<file path="src/rtl/pvc_pkg.sv">
package pvc_pkg;

  localparam int CharW         = 8;
  localparam int OffW          = 7;
  localparam int LenW          = 5;
  localparam int KeyIdxW       = 4;
  localparam int KeyChars      = 16;
  localparam int KeyMaxDefault = 16;
  localparam int CfgIdxW       = 8;
  localparam int CfgDataW      = 64;
  localparam int QueueDepth    = 2;

  localparam logic [CharW-1:0] AlphaSize  = 8'd95;
  localparam logic [CharW-1:0] FirstPrint = 8'd32;
  localparam logic [CharW-1:0] LastPrint  = 8'd126;

  // register indexes
  localparam logic [CfgIdxW-1:0] CfgDecodeMode = 8'd0;
  localparam logic [CfgIdxW-1:0] CfgKeyLength  = 8'd1;
  localparam logic [CfgIdxW-1:0] CfgKeyLow     = 8'd2;
  localparam logic [CfgIdxW-1:0] CfgKeyHigh    = 8'd3;

  typedef logic [CharW-1:0] char_t;

  // one classified byte between front and back
  typedef struct packed {
    char_t             data;    // offset from 32 when printable, raw byte otherwise
    logic              passed;
    logic [OffW-1:0]   koff;    // key offset, 0 to 94
  } pvc_entry_t;

endpackage

</file>
<file path="src/rtl/pvc_front.sv">
module pvc_front #(
  parameter int KEY_MAX = pvc_pkg::KeyMaxDefault
) (
  input  logic                                  clk_i,
  input  logic                                  rst_ni,
  input  logic                                  in_valid_i,
  output logic                                  in_stall_o,
  input  pvc_pkg::char_t                        in_byte_i,
  input  logic                                  start_of_message_i,
  input  logic [pvc_pkg::LenW-1:0]              key_length_i,
  input  logic [pvc_pkg::KeyChars*pvc_pkg::CharW-1:0] key_chars_i,
  input  logic                                  q_full_i,
  output logic                                  q_push_o,
  output pvc_pkg::pvc_entry_t                   q_entry_o
);
  import pvc_pkg::*;

  localparam int PosW = (KEY_MAX > 1) ? $clog2(KEY_MAX) : 1;
  localparam logic [LenW-1:0] LenMax = LenW'(KEY_MAX);

  logic [PosW-1:0]    pos_q, pos_d;
  logic [LenW-1:0]    len_eff;
  logic [LenW-1:0]    pos_cur, pos_use, pos_inc;
  logic [KeyIdxW-1:0] key_idx;
  char_t              key_ch;
  logic               printable;
  logic               accept;

  assign in_stall_o = q_full_i;
  assign accept     = in_valid_i & ~q_full_i;
  assign q_push_o   = accept;

  always_comb begin
    len_eff = key_length_i;
    if (len_eff == '0) len_eff = LenW'(1);
    if (len_eff > LenMax) len_eff = LenMax;
  end

  assign printable = (in_byte_i >= FirstPrint) && (in_byte_i <= LastPrint);

  always_comb begin
    pos_cur = start_of_message_i ? '0 : LenW'(pos_q);
    // position left over from a longer key falls back to the first character
    pos_use = (pos_cur >= len_eff) ? '0 : pos_cur;
    pos_inc = pos_use + LenW'(1);
    if (pos_inc >= len_eff) pos_inc = '0;
    key_idx = KeyIdxW'(pos_use);
    key_ch  = key_chars_i[key_idx*CharW +: CharW];
  end

  always_comb begin
    q_entry_o.passed = ~printable;
    q_entry_o.data   = printable ? (in_byte_i - FirstPrint) : in_byte_i;
    if ((key_ch >= FirstPrint) && (key_ch <= LastPrint)) begin
      q_entry_o.koff = OffW'(key_ch - FirstPrint);
    end else begin
      q_entry_o.koff = '0;
    end
  end

  always_comb begin
    pos_d = pos_q;
    if (accept) begin
      if (printable) begin
        pos_d = PosW'(pos_inc);
      end else if (start_of_message_i) begin
        pos_d = '0;
      end
    end
  end

  always_ff @(posedge clk_i or negedge rst_ni) begin
    if (!rst_ni) begin
      pos_q <= '0;
    end else begin
      pos_q <= pos_d;
    end
  end

endmodule

</file>
<file path="src/rtl/pvc_queue.sv">
module pvc_queue (
  input  logic                clk_i,
  input  logic                rst_ni,
  input  logic                push_i,
  input  pvc_pkg::pvc_entry_t entry_i,
  output logic                full_o,
  input  logic                pop_i,
  output pvc_pkg::pvc_entry_t entry_o,
  output logic                empty_o
);
  import pvc_pkg::*;

  localparam int PtrW = (QueueDepth > 1) ? $clog2(QueueDepth) : 1;
  localparam int CntW = $clog2(QueueDepth + 1);
  localparam logic [PtrW-1:0] LastPtr = PtrW'(QueueDepth - 1);

  pvc_entry_t          mem_q [QueueDepth];
  logic [PtrW-1:0]     wr_ptr_q, wr_ptr_d, rd_ptr_q, rd_ptr_d;
  logic [CntW-1:0]     cnt_q, cnt_d;
  logic                do_push, do_pop;

  assign full_o  = (cnt_q == CntW'(QueueDepth));
  assign empty_o = (cnt_q == '0);
  assign entry_o = mem_q[rd_ptr_q];
  assign do_push = push_i & ~full_o;
  assign do_pop  = pop_i & ~empty_o;

  always_comb begin
    wr_ptr_d = wr_ptr_q;
    rd_ptr_d = rd_ptr_q;
    cnt_d    = cnt_q;
    if (do_push) wr_ptr_d = (wr_ptr_q == LastPtr) ? '0 : wr_ptr_q + PtrW'(1);
    if (do_pop)  rd_ptr_d = (rd_ptr_q == LastPtr) ? '0 : rd_ptr_q + PtrW'(1);
    if (do_push && !do_pop) cnt_d = cnt_q + CntW'(1);
    if (do_pop && !do_push) cnt_d = cnt_q - CntW'(1);
  end

  always_ff @(posedge clk_i or negedge rst_ni) begin
    if (!rst_ni) begin
      wr_ptr_q <= '0;
      rd_ptr_q <= '0;
      cnt_q    <= '0;
    end else begin
      wr_ptr_q <= wr_ptr_d;
      rd_ptr_q <= rd_ptr_d;
      cnt_q    <= cnt_d;
    end
  end

  always_ff @(posedge clk_i) begin
    if (do_push) mem_q[wr_ptr_q] <= entry_i;
  end

endmodule

</file>
<file path="src/rtl/pvc_back.sv">
module pvc_back (
  input  logic                clk_i,
  input  logic                rst_ni,
  input  logic                decode_mode_i,
  input  logic                q_empty_i,
  input  pvc_pkg::pvc_entry_t q_entry_i,
  output logic                q_pop_o,
  output logic                out_valid_o,
  input  logic                out_stall_i,
  output pvc_pkg::char_t      out_byte_o,
  output logic                passed_through_o
);
  import pvc_pkg::*;

  logic  valid_q, valid_d;
  char_t byte_q, byte_d;
  logic  passed_q, passed_d;
  char_t addend, sum;
  logic  load;

  // output register frees up when empty or when its transfer completes
  assign load    = ~q_empty_i & (~valid_q | ~out_stall_i);
  assign q_pop_o = load;

  always_comb begin
    // decoding adds the complement so both directions share one reduction
    addend = decode_mode_i ? (AlphaSize - CharW'(q_entry_i.koff)) : CharW'(q_entry_i.koff);
    sum    = q_entry_i.data + addend;
    if (sum >= AlphaSize) sum = sum - AlphaSize;
  end

  always_comb begin
    valid_d  = valid_q;
    byte_d   = byte_q;
    passed_d = passed_q;
    if (load) begin
      valid_d  = 1'b1;
      passed_d = q_entry_i.passed;
      byte_d   = q_entry_i.passed ? q_entry_i.data : (sum + FirstPrint);
    end else if (valid_q && !out_stall_i) begin
      valid_d = 1'b0;
    end
  end

  always_ff @(posedge clk_i or negedge rst_ni) begin
    if (!rst_ni) begin
      valid_q <= 1'b0;
    end else begin
      valid_q <= valid_d;
    end
  end

  always_ff @(posedge clk_i) begin
    byte_q   <= byte_d;
    passed_q <= passed_d;
  end

  assign out_valid_o      = valid_q;
  assign out_byte_o       = byte_q;
  assign passed_through_o = passed_q;

endmodule

</file>
<file path="src/rtl/printable_vigenere_cipher.sv">
// The front writes the queue when an input byte transfers; the back then loads the
// output register from the queue once that register is empty or not stalled.
// Throughput: 1 byte per cycle while the output is not stalled; the key position
// register in the front feeds back on itself with no further register in the loop.
// Reset: async active low; key position 0, encode mode, key length 1, key zero,
// queue and output register empty.
module printable_vigenere_cipher #(
  parameter int KEY_MAX = pvc_pkg::KeyMaxDefault
) (
  input  logic                          clk_i,
  input  logic                          rst_ni,
  input  logic                          in_valid_i,
  output logic                          in_stall_o,
  input  pvc_pkg::char_t                in_byte_i,
  input  logic                          start_of_message_i,
  output logic                          out_valid_o,
  input  logic                          out_stall_i,
  output pvc_pkg::char_t                out_byte_o,
  output logic                          passed_through_o,
  input  logic                          cfg_valid_i,
  output logic                          cfg_ready_o,
  input  logic [pvc_pkg::CfgIdxW-1:0]   cfg_index_i,
  input  logic [pvc_pkg::CfgDataW-1:0]  cfg_data_i
);
  import pvc_pkg::*;

  logic                decode_mode_q;
  logic [LenW-1:0]     key_length_q;
  logic [CfgDataW-1:0] key_low_q, key_high_q;
  logic                q_full, q_empty, q_push, q_pop;
  pvc_entry_t          q_in, q_out;

  assign cfg_ready_o = 1'b1;

  always_ff @(posedge clk_i or negedge rst_ni) begin
    if (!rst_ni) begin
      decode_mode_q <= 1'b0;
      key_length_q  <= LenW'(1);
      key_low_q     <= '0;
      key_high_q    <= '0;
    end else if (cfg_valid_i) begin
      unique case (cfg_index_i)
        CfgDecodeMode: decode_mode_q <= cfg_data_i[0];
        CfgKeyLength:  key_length_q  <= cfg_data_i[LenW-1:0];
        CfgKeyLow:     key_low_q     <= cfg_data_i;
        CfgKeyHigh:    key_high_q    <= cfg_data_i;
        default: ;
      endcase
    end
  end

  pvc_front #(
    .KEY_MAX(KEY_MAX)
  ) u_front (
    .clk_i              (clk_i),
    .rst_ni             (rst_ni),
    .in_valid_i         (in_valid_i),
    .in_stall_o         (in_stall_o),
    .in_byte_i          (in_byte_i),
    .start_of_message_i (start_of_message_i),
    .key_length_i       (key_length_q),
    .key_chars_i        ({key_high_q, key_low_q}),
    .q_full_i           (q_full),
    .q_push_o           (q_push),
    .q_entry_o          (q_in)
  );

  pvc_queue u_queue (
    .clk_i   (clk_i),
    .rst_ni  (rst_ni),
    .push_i  (q_push),
    .entry_i (q_in),
    .full_o  (q_full),
    .pop_i   (q_pop),
    .entry_o (q_out),
    .empty_o (q_empty)
  );

  pvc_back u_back (
    .clk_i            (clk_i),
    .rst_ni           (rst_ni),
    .decode_mode_i    (decode_mode_q),
    .q_empty_i        (q_empty),
    .q_entry_i        (q_out),
    .q_pop_o          (q_pop),
    .out_valid_o      (out_valid_o),
    .out_stall_i      (out_stall_i),
    .out_byte_o       (out_byte_o),
    .passed_through_o (passed_through_o)
  );

endmodule

</file>
<file path="config.mk">
export PLATFORM = sky130hd
export DESIGN_NAME = printable_vigenere_cipher
export DESIGN_NICKNAME = d
export VERILOG_FILES = /design/src/rtl/pvc_pkg.sv /design/src/rtl/pvc_front.sv /design/src/rtl/pvc_queue.sv /design/src/rtl/pvc_back.sv /design/src/rtl/printable_vigenere_cipher.sv
export SDC_FILE = /design/constraint.sdc
export NUM_CORES = 1
export LEC_CHECK = 0
export ABC_AREA = 1
export BUFFER_PORTS_ARGS = -buffer_cell sky130_fd_sc_hd__clkbuf_2
export CAP_MARGIN = 15
export CORE_UTILIZATION = 59
export DETAILED_ROUTE_END_ITERATION = 8
export PLACE_DENSITY = 0.8
export SLEW_MARGIN = 20
export SYNTH_ARGS = -nofsm -noshare
export SYNTH_HDL_FRONTEND = slang
export SYNTH_SLANG_ARGS = --single-unit
</file>
<file path="constraint.sdc">
create_clock -name clk_i -period 4.7 [get_ports clk_i]
set_clock_uncertainty 0.2 [all_clocks]
set_input_delay 0 -clock clk_i [delete_from_list [all_inputs] [get_ports clk_i]]
set_output_delay 0 -clock clk_i [all_outputs]
set_load 0.02 [all_outputs]
</file>
==> qor.yml, run 1 <==
ys_ff_latch: 184
switchingPower_mw: 1.874
slew_viol_final: 0
powerDensity_nw_per_um2: 470.6
combPwrFrac_pct: 35.5
drive_gt1_share_pct: 11.79
die_area_um2: 16430
switching_share_pct: 34.65
netlist_area_um2: 9394
path_class: "flop to flop"
fmax_ghz: 0.2371
synthCells: 1168
stdcell_area_um2: 11490
crit_path_start_kind: "flop"
yosysWarnings: 0
fin_crit_sh_pct: 89.74
p_leak_nw: 5.728
worst_pin_slew_ns: 0.9219
core-area_um2: 15370
period_needed_ns: 4.218
dr.pass1.iters: 5
critPathRequiredTime_ns: 4.68
syn2layout_area_growth_pct: 22.31
gr-total-overflow: 0
final_util_pct: 74.75
syn_area_per_cell_um2: 8.043
fin_cells: 1551
vias_per_cell: 5.289
synth_edf_count: 41
io_pins: 98
timing.hold.ws_ns: 0.03818
drt_wl_total_um: 22860
synth_top_area_share_pct: 37.83
drtIter0Drc: 782
synthTopCellsByArea: "dfrtp_1 (38%), nand2_1 (13%), edfxtp_1 (13%)"
dr_total_vias: 8203
grt_use_total_pct: 30.15
die_x_um: 128.2
cts_buffers: 17
synth_top_cell_by_area: "dfrtp_1"
power_frac_seq_pct: 36.5
grt_pass1_wl_um: 38260
port_buffers: 96
yosysUniqueCellTypes: 44
root_buffer: "clkbuf_16"
path_clk_slew_ns: 0.06
ys.flop_type: "dfrtp_1"
initial_utilization_pct: 61.12
cts_max_path_buffers: 2
yosys-top-cells-count: "nand2_1 (330), inv_1 (157), o21ai_0 (155)"
nets: 1438
place.gp.congestion: 0.8740
num_antenna_cells: 0
placed_area_um2: 10000
p_clk_share_pct: 28.1
antenna_left: 0
synth_most_common_cell: "nand2_1"
dp_slack_ns: 0.5347
finalHoldViolCount: 0
end_kind: "flop"
grt_max_degree: 129
antenna_found_initial: 0
p_total_mw: 5.408
fill_cells: 1086
placedCellCount: 1434
fin_ws_ns: 0.4823
p_int_mw: 3.534
postSynth.asyncResetShare_pct: 77.72
die_h_um: 128.2
cts_tree: "built"
arrival_ns: 4.20
grt_pass1_vias: 8036
synth.yosys.seq_area_share_pct: 51.21
ir_worst_vdd_v: 0.0004608
drv_cap: 0
cts.sinks: 184
rows: 45
rsz0062_at_grt: "false"
postCtsResizedCells: 0
remaining_drc_errors: 0
synth_nets: 1279
htreeDepth: 4
finalSetupViolCount: 0
hpwl_um: 14300
max_slew_margin_pct: 38.54
path_max_fanout: 17
hold_path.class: "primary input to asynchronous set/reset pin"
fin_tns_setup_ns: 0
routedWlPerCell_um: 14.74
status: "finished, final reports clean"
clk_latency_ns: 0.43
[cells in the final DEF (no fill, tap or decap), drive strengths merged, types with 14 or more instances in the layout]
| master | netlist | layout |
|---|---|---|
| a21oi | 25 | 25 |
| buf | 20 | 14 |
| clkbuf | 34 | 121 |
| dfrtp | 142 | 142 |
| dlygate4sd3 | 0 | 85 |
| edfxtp | 41 | 41 |
| ha | 24 | 24 |
| inv | 160 | 160 |
| nand2 | 334 | 334 |
| nand3 | 69 | 69 |
| nor2 | 91 | 91 |
| o21ai | 168 | 168 |
| xor2 | 14 | 14 |
[logic make-up (layout without fill, tap and decap cells)]
kind of cell,count (synthesis),count (layout),synth area share (%)
flip-flops,184,184,51.21
other,1,1,0.03992
XOR/XNOR,19,19,1.771
adder cells (fa/ha/maj),25,25,3.410
AO/OA/AOI/OAI,210,210,11.64
buffers and inverters,215,387,9.150
AND/OR/NAND/NOR,510,510,22.35
multiplexers,4,4,0.4262
[critical path, stage by stage, from the launching register on]
cell and delay [ns]:
dfrtp_1 0.38, inv_1 0.41, nand2_1 0.11, nand2_1 0.10, xor2_1 0.15, ha_1 0.20, inv_1 0.06, fa_1 0.39
nor2_1 0.11, o21ai_0 0.11, nand2_1 0.08, nand2_1 0.08, nand2_1 0.07, a21oi_1 0.08, xnor2_1 0.30, nand2_1 0.11
nand2_1 0.20, nand2_1 0.10, xor2_1 0.18, inv_1 0.07, ha_1 0.19, nand3b_1 0.15, nand3_1 0.08, nand2_1 0.05
[flip-flops by register name, summed over array words and instances, names as in the netlist]
register                 cells
decode_mode_q                1
u_queue.mem_q               32
u_back.out_valid_o           1
u_back.out_byte_o            8
u_back.passed_through_o      1
u_queue.wr_ptr_q             1
u_queue.cnt_q                2
key_low_q                   64
key_high_q                  64
u_queue.rd_ptr_q             1
u_front.pos_q                4
key_length_q                 5
[worst paths after layout]
check | from | endpoint | slack, ns | cells past startpoint
max | u_queue.rd_ptr_q | u_back.out_byte_o[7] | 0.48 | 23
max in group asynchronous | rst_ni | key_high_q[55] | 3.14 | 3
min | rst_ni | key_high_q[3] | 0.04 | 2
min in group clk_i | cfg_index_i[5] | key_high_q[16] | 0.14 | 5
max reg2reg | u_queue.rd_ptr_q | u_back.out_byte_o[7] | 0.48 | 23
min reg2reg | key_low_q[57] | key_low_q[57] | 0.28 | 2
[power by group through the flow]
stage	clock (mW)	sequential, mW	combinational [mW]
detailed placement	0	2.00	1.84
CTS	1.53	1.97	1.92
floorplan	0	2.04	1.35
global placement	0	2.00	1.75
finish	1.52	1.97	1.92
global route	1.60	1.99	2.17
[routing by layer]
layer  track usage (%)  vias to the layer above  share of wire, %
met5                 0                        -                 0
met3             5.134                       34               5.0
met1             40.03                     3849                44
met4             10.87                        0               2.1
met2             49.98                      297                49
li1                  -                     4023                 -
[layout make-up]
cell class | count | area [um^2] | share of cell area (%)
sequential | 184 | 4811 | 41.87
tap | 211 | 264.0 | 2.298
multi-input combinational | 769 | 3739 | 32.54
clock buffer | 26 | 520.5 | 4.530
timing repair buffer | 194 | 1439 | 12.52
inverter | 161 | 604.3 | 5.260
clock inverter | 6 | 112.6 | 0.9801
[timing repair]
item	in CTS	in global routing
hold buffers	85	0
buffers inserted	0	0
endpoints found under the hold margin	261	0
setup endpoints to repair	0	0
Note: power is estimated with default switching activity, not from simulation.
==> run 2: changes to the inputs <==
--- a/config.mk
+++ b/config.mk
@@ -8,9 +8,9 @@
 export ABC_AREA = 1
 export BUFFER_PORTS_ARGS = -buffer_cell sky130_fd_sc_hd__clkbuf_2
 export CAP_MARGIN = 15
-export CORE_UTILIZATION = 59
+export CORE_UTILIZATION = 55
 export DETAILED_ROUTE_END_ITERATION = 8
-export PLACE_DENSITY = 0.8
+export PLACE_DENSITY = 0.75
 export SLEW_MARGIN = 20
 export SYNTH_ARGS = -nofsm -noshare
 export SYNTH_HDL_FRONTEND = slang
==> qor.yml, run 2 (synthesis gave the netlist of run 1 again) <==
die_area_um2: 17610  # +7.2%
hold_path.class: "primary input to asynchronous set/reset pin"
p_leak_nw: 5.711  # -0.30%
fin_crit_sh_pct: 88.52  # -1.2 points
rsz0062_at_grt: "false"
endpoint: "u_front.pos_q[0]"
p_clk_share_pct: 27.3  # -0.8 points
slowest_delay_ns: 0.55  # +0.14 ns
path_max_fanout: 26  # +9
slew_viol_final: 0  # unchanged
syn2layout_area_growth_pct: 22.12
root_buffer: "clkbuf_16"
switching_share_pct: 35.51  # +0.87 points
ir_worst_vdd_v: 0.0004443  # -3.6%
crit_top_cell: "ha_1"
fin_tns_setup_ns: 0  # unchanged
clk_latency_ns: 0.43  # about the same
crit_buf_inv: 2  # -1
largestRegisters: "key_high_q: 64 flops, key_low_q: 64 flops, u_queue.mem_q: 32 flops"
critPathTopFamily: "simple AND/OR/NAND/NOR gates"
htreeDepth: 4  # unchanged
final_cell_mix: "nand2_1 (328), inv_1 (157), o21ai_0 (155), dfrtp_1 (142), clkbuf_2 (95)"
drtIter0Drc: 636  # -19%
rows: 47  # +4.4%
switchingPower_mw: 1.877  # +0.20%
period_needed_ns: 4.160  # -0.05745 ns
die_x_um: 132.7  # +3.5%
cts.sinks: 184  # unchanged
nets: 1437  # -0.070%
fmax_ghz: 0.2404  # +1.4%
end_kind: "flop"
crit_path_start_kind: "flop"
remaining_drc_errors: 0  # unchanged
p_int_mw: 3.409  # -3.5%
grt_pass1_vias: 7815  # -2.8%
die_h_um: 132.7  # +3.5%
drive_gt1_share_pct: 12.10  # +0.31 points
crit_path_start: "key_length_q[1]"
port_buffers: 96  # unchanged
vias_per_cell: 5.228  # -1.1%
powerDensity_nw_per_um2: 460.8  # -2.1%
dr_total_vias: 8151  # -0.63%
cts_buffers: 17  # unchanged
hpwl_um: 14360  # +0.44%
status: "finished, final reports clean"
placed_area_um2: 10030  # +0.24%
rr_worst_depth: 17  # -26%
fill_cells: 1312  # +21%
final_common_cell: "nand2_1"
cts_max_path_buffers: 2  # unchanged
core-area_um2: 16640  # +8.3%
arrival_ns: 4.31  # +0.11 ns
routedWlPerCell_um: 14.33  # -2.8%
dr.pass1.iters: 5  # unchanged
io_pins: 98  # unchanged
drv_cap: 0  # unchanged
stdcell_area_um2: 11470  # -0.15%
path_clk_slew_ns: 0.07  # about the same
cts_tree: "built"
drt_wl_total_um: 22340  # -2.3%
num_antenna_cells: 0  # unchanged
place.gp.congestion: 0.8607  # -1.5%
grt_pass1_wl_um: 37340  # -2.4%
gr-total-overflow: 0  # unchanged
reg2reg_from: "key_length_q[1]"
grt_max_degree: 129  # unchanged
postCtsResizedCells: 0  # unchanged
r2r_slack_ns: 0.54  # +0.06 ns
grt_use_total_pct: 26.98  # -3.2 points
antenna_found_initial: 0  # unchanged
critPathRequiredTime_ns: 4.85  # +0.17 ns
finalSetupViolCount: 0  # unchanged
worst_pin_slew_ns: 0.9138  # -0.008119 ns
max_slew_margin_pct: 39.08  # +0.54 points
combPwrFrac_pct: 35.5  # about the same
r2r_end: "u_front.pos_q[0]"
antenna_left: 0  # unchanged
finalHoldViolCount: 0  # unchanged
path_cells: "or4_1 > nand2_1 > nand2_1 > ha_1 > inv_1 > nor2_2 > nand2_2 > nand4_4 > inv_2 > ha_1 > ha_1 > a21boi_0 > o21a_1 > o21a_1 > o21ai_0 > nand3_1 > o22ai_1"
critPathSlowestCell: "or4_1"
path_class: "flop to flop"
initial_utilization_pct: 56.45  # -4.7 points
power_frac_seq_pct: 37.3  # +0.8 points
worstSetupPathDepth: 17  # -26%
==> run 2: cell count changes in the layout (fill, tap and decap cells not counted), sizes merged <==
cell         delta
bufinv          -2
clkinvlp        +4
clkinv          +2
clkbuf          -6
inv             +2
dlygate4sd3     -1
==> run 2: layer usage <==
metal	vias to the layer above	routed length (um)	track usage (%)	share of wire [%]
li1	4019	-	-	-
met1	3806	10140	36.07	45
met2	287	10590	44.91	47
met3	39	1193	4.828	5.3
met4	0	419	8.301	1.9
met5	-	0	0	0
==> run 2: cell type report <==
| class | count | area, um^2 | share of cell area (%) |
|---|---|---|---|
| clock inverters | 12 | 112.6 | 0.9816 |
| inverters | 161 | 604.3 | 5.268 |
| repair buffers | 193 | 1441 | 12.56 |
| clock buffers | 20 | 489.2 | 4.264 |
| multi-input cells | 769 | 3739 | 32.59 |
| flip-flops and latches | 184 | 4811 | 41.93 |
| well taps | 220 | 275.3 | 2.399 |
==> run 2: power by group through the flow <==
stage,Combinational (mW),Sequential (mW),Clock (mW)
global placement,1.77,1.99,0
floorplan,1.35,2.04,0
finish,1.88,1.97,1.44
detailed placement,1.81,2.00,0
global route,2.19,1.99,1.52
CTS,1.88,1.97,1.46
==> run 2: per-stage QoR <==
stage | worst slack (ns) | power, mW | std cells | utilization, % | hold slack, ns
global placement | 0.6697 | 3.760 | 1443 | 60.24 | -0.07413
CTS | 0.5516 | 5.302 | 1559 | 68.91 | 0.02058
floorplan | 0.9435 | 3.389 | 1168 | - | -0.4956
detailed placement | 0.5599 | 3.812 | 1443 | 60.24 | -0.08069
global route | 0.03898 | 5.697 | 1559 | 68.93 | 0.09644
finish | 0.5398 | 5.286 | 1559 | 68.93 | 0.005523
==> run 2: worst register-to-register path, stage by stage (launching register included) <==
cell      delay, ns
dfrtp_1        0.39
or4_1          0.55
nand2_1        0.10
nand2_1        0.08
ha_1           0.28
inv_1          0.08
nor2_2         0.05
nand2_2        0.12
nand4_4        0.20
inv_2          0.41
ha_1           0.34
ha_1           0.27
a21boi_0       0.13
o21a_1         0.17
o21a_1         0.16
o21ai_0        0.17
nand3_1        0.17
o22ai_1        0.19
==> run 2: how the worst min path moves through the flow <==
stage	startpoint	endpoint	slack [ns]	cells after the start
3_3_place_gp	rst_ni	key_high_q[9]	-0.07	1
6_report	rst_ni	key_low_q[10]	0.006	2
2_1_floorplan	rst_ni	decode_mode_q	-0.50	0
3_5_place_dp	rst_ni	key_high_q[0]	-0.08	1
4_1_cts	cfg_index_i[6]	key_length_q[4]	0.02	5
5_1_grt	rst_ni	key_low_q[9]	0.1	2
==> run 2: repair_timing <==
item,CTS,global route
buffers inserted,0,0
endpoints found under the hold margin,246,0
hold buffers,84,0
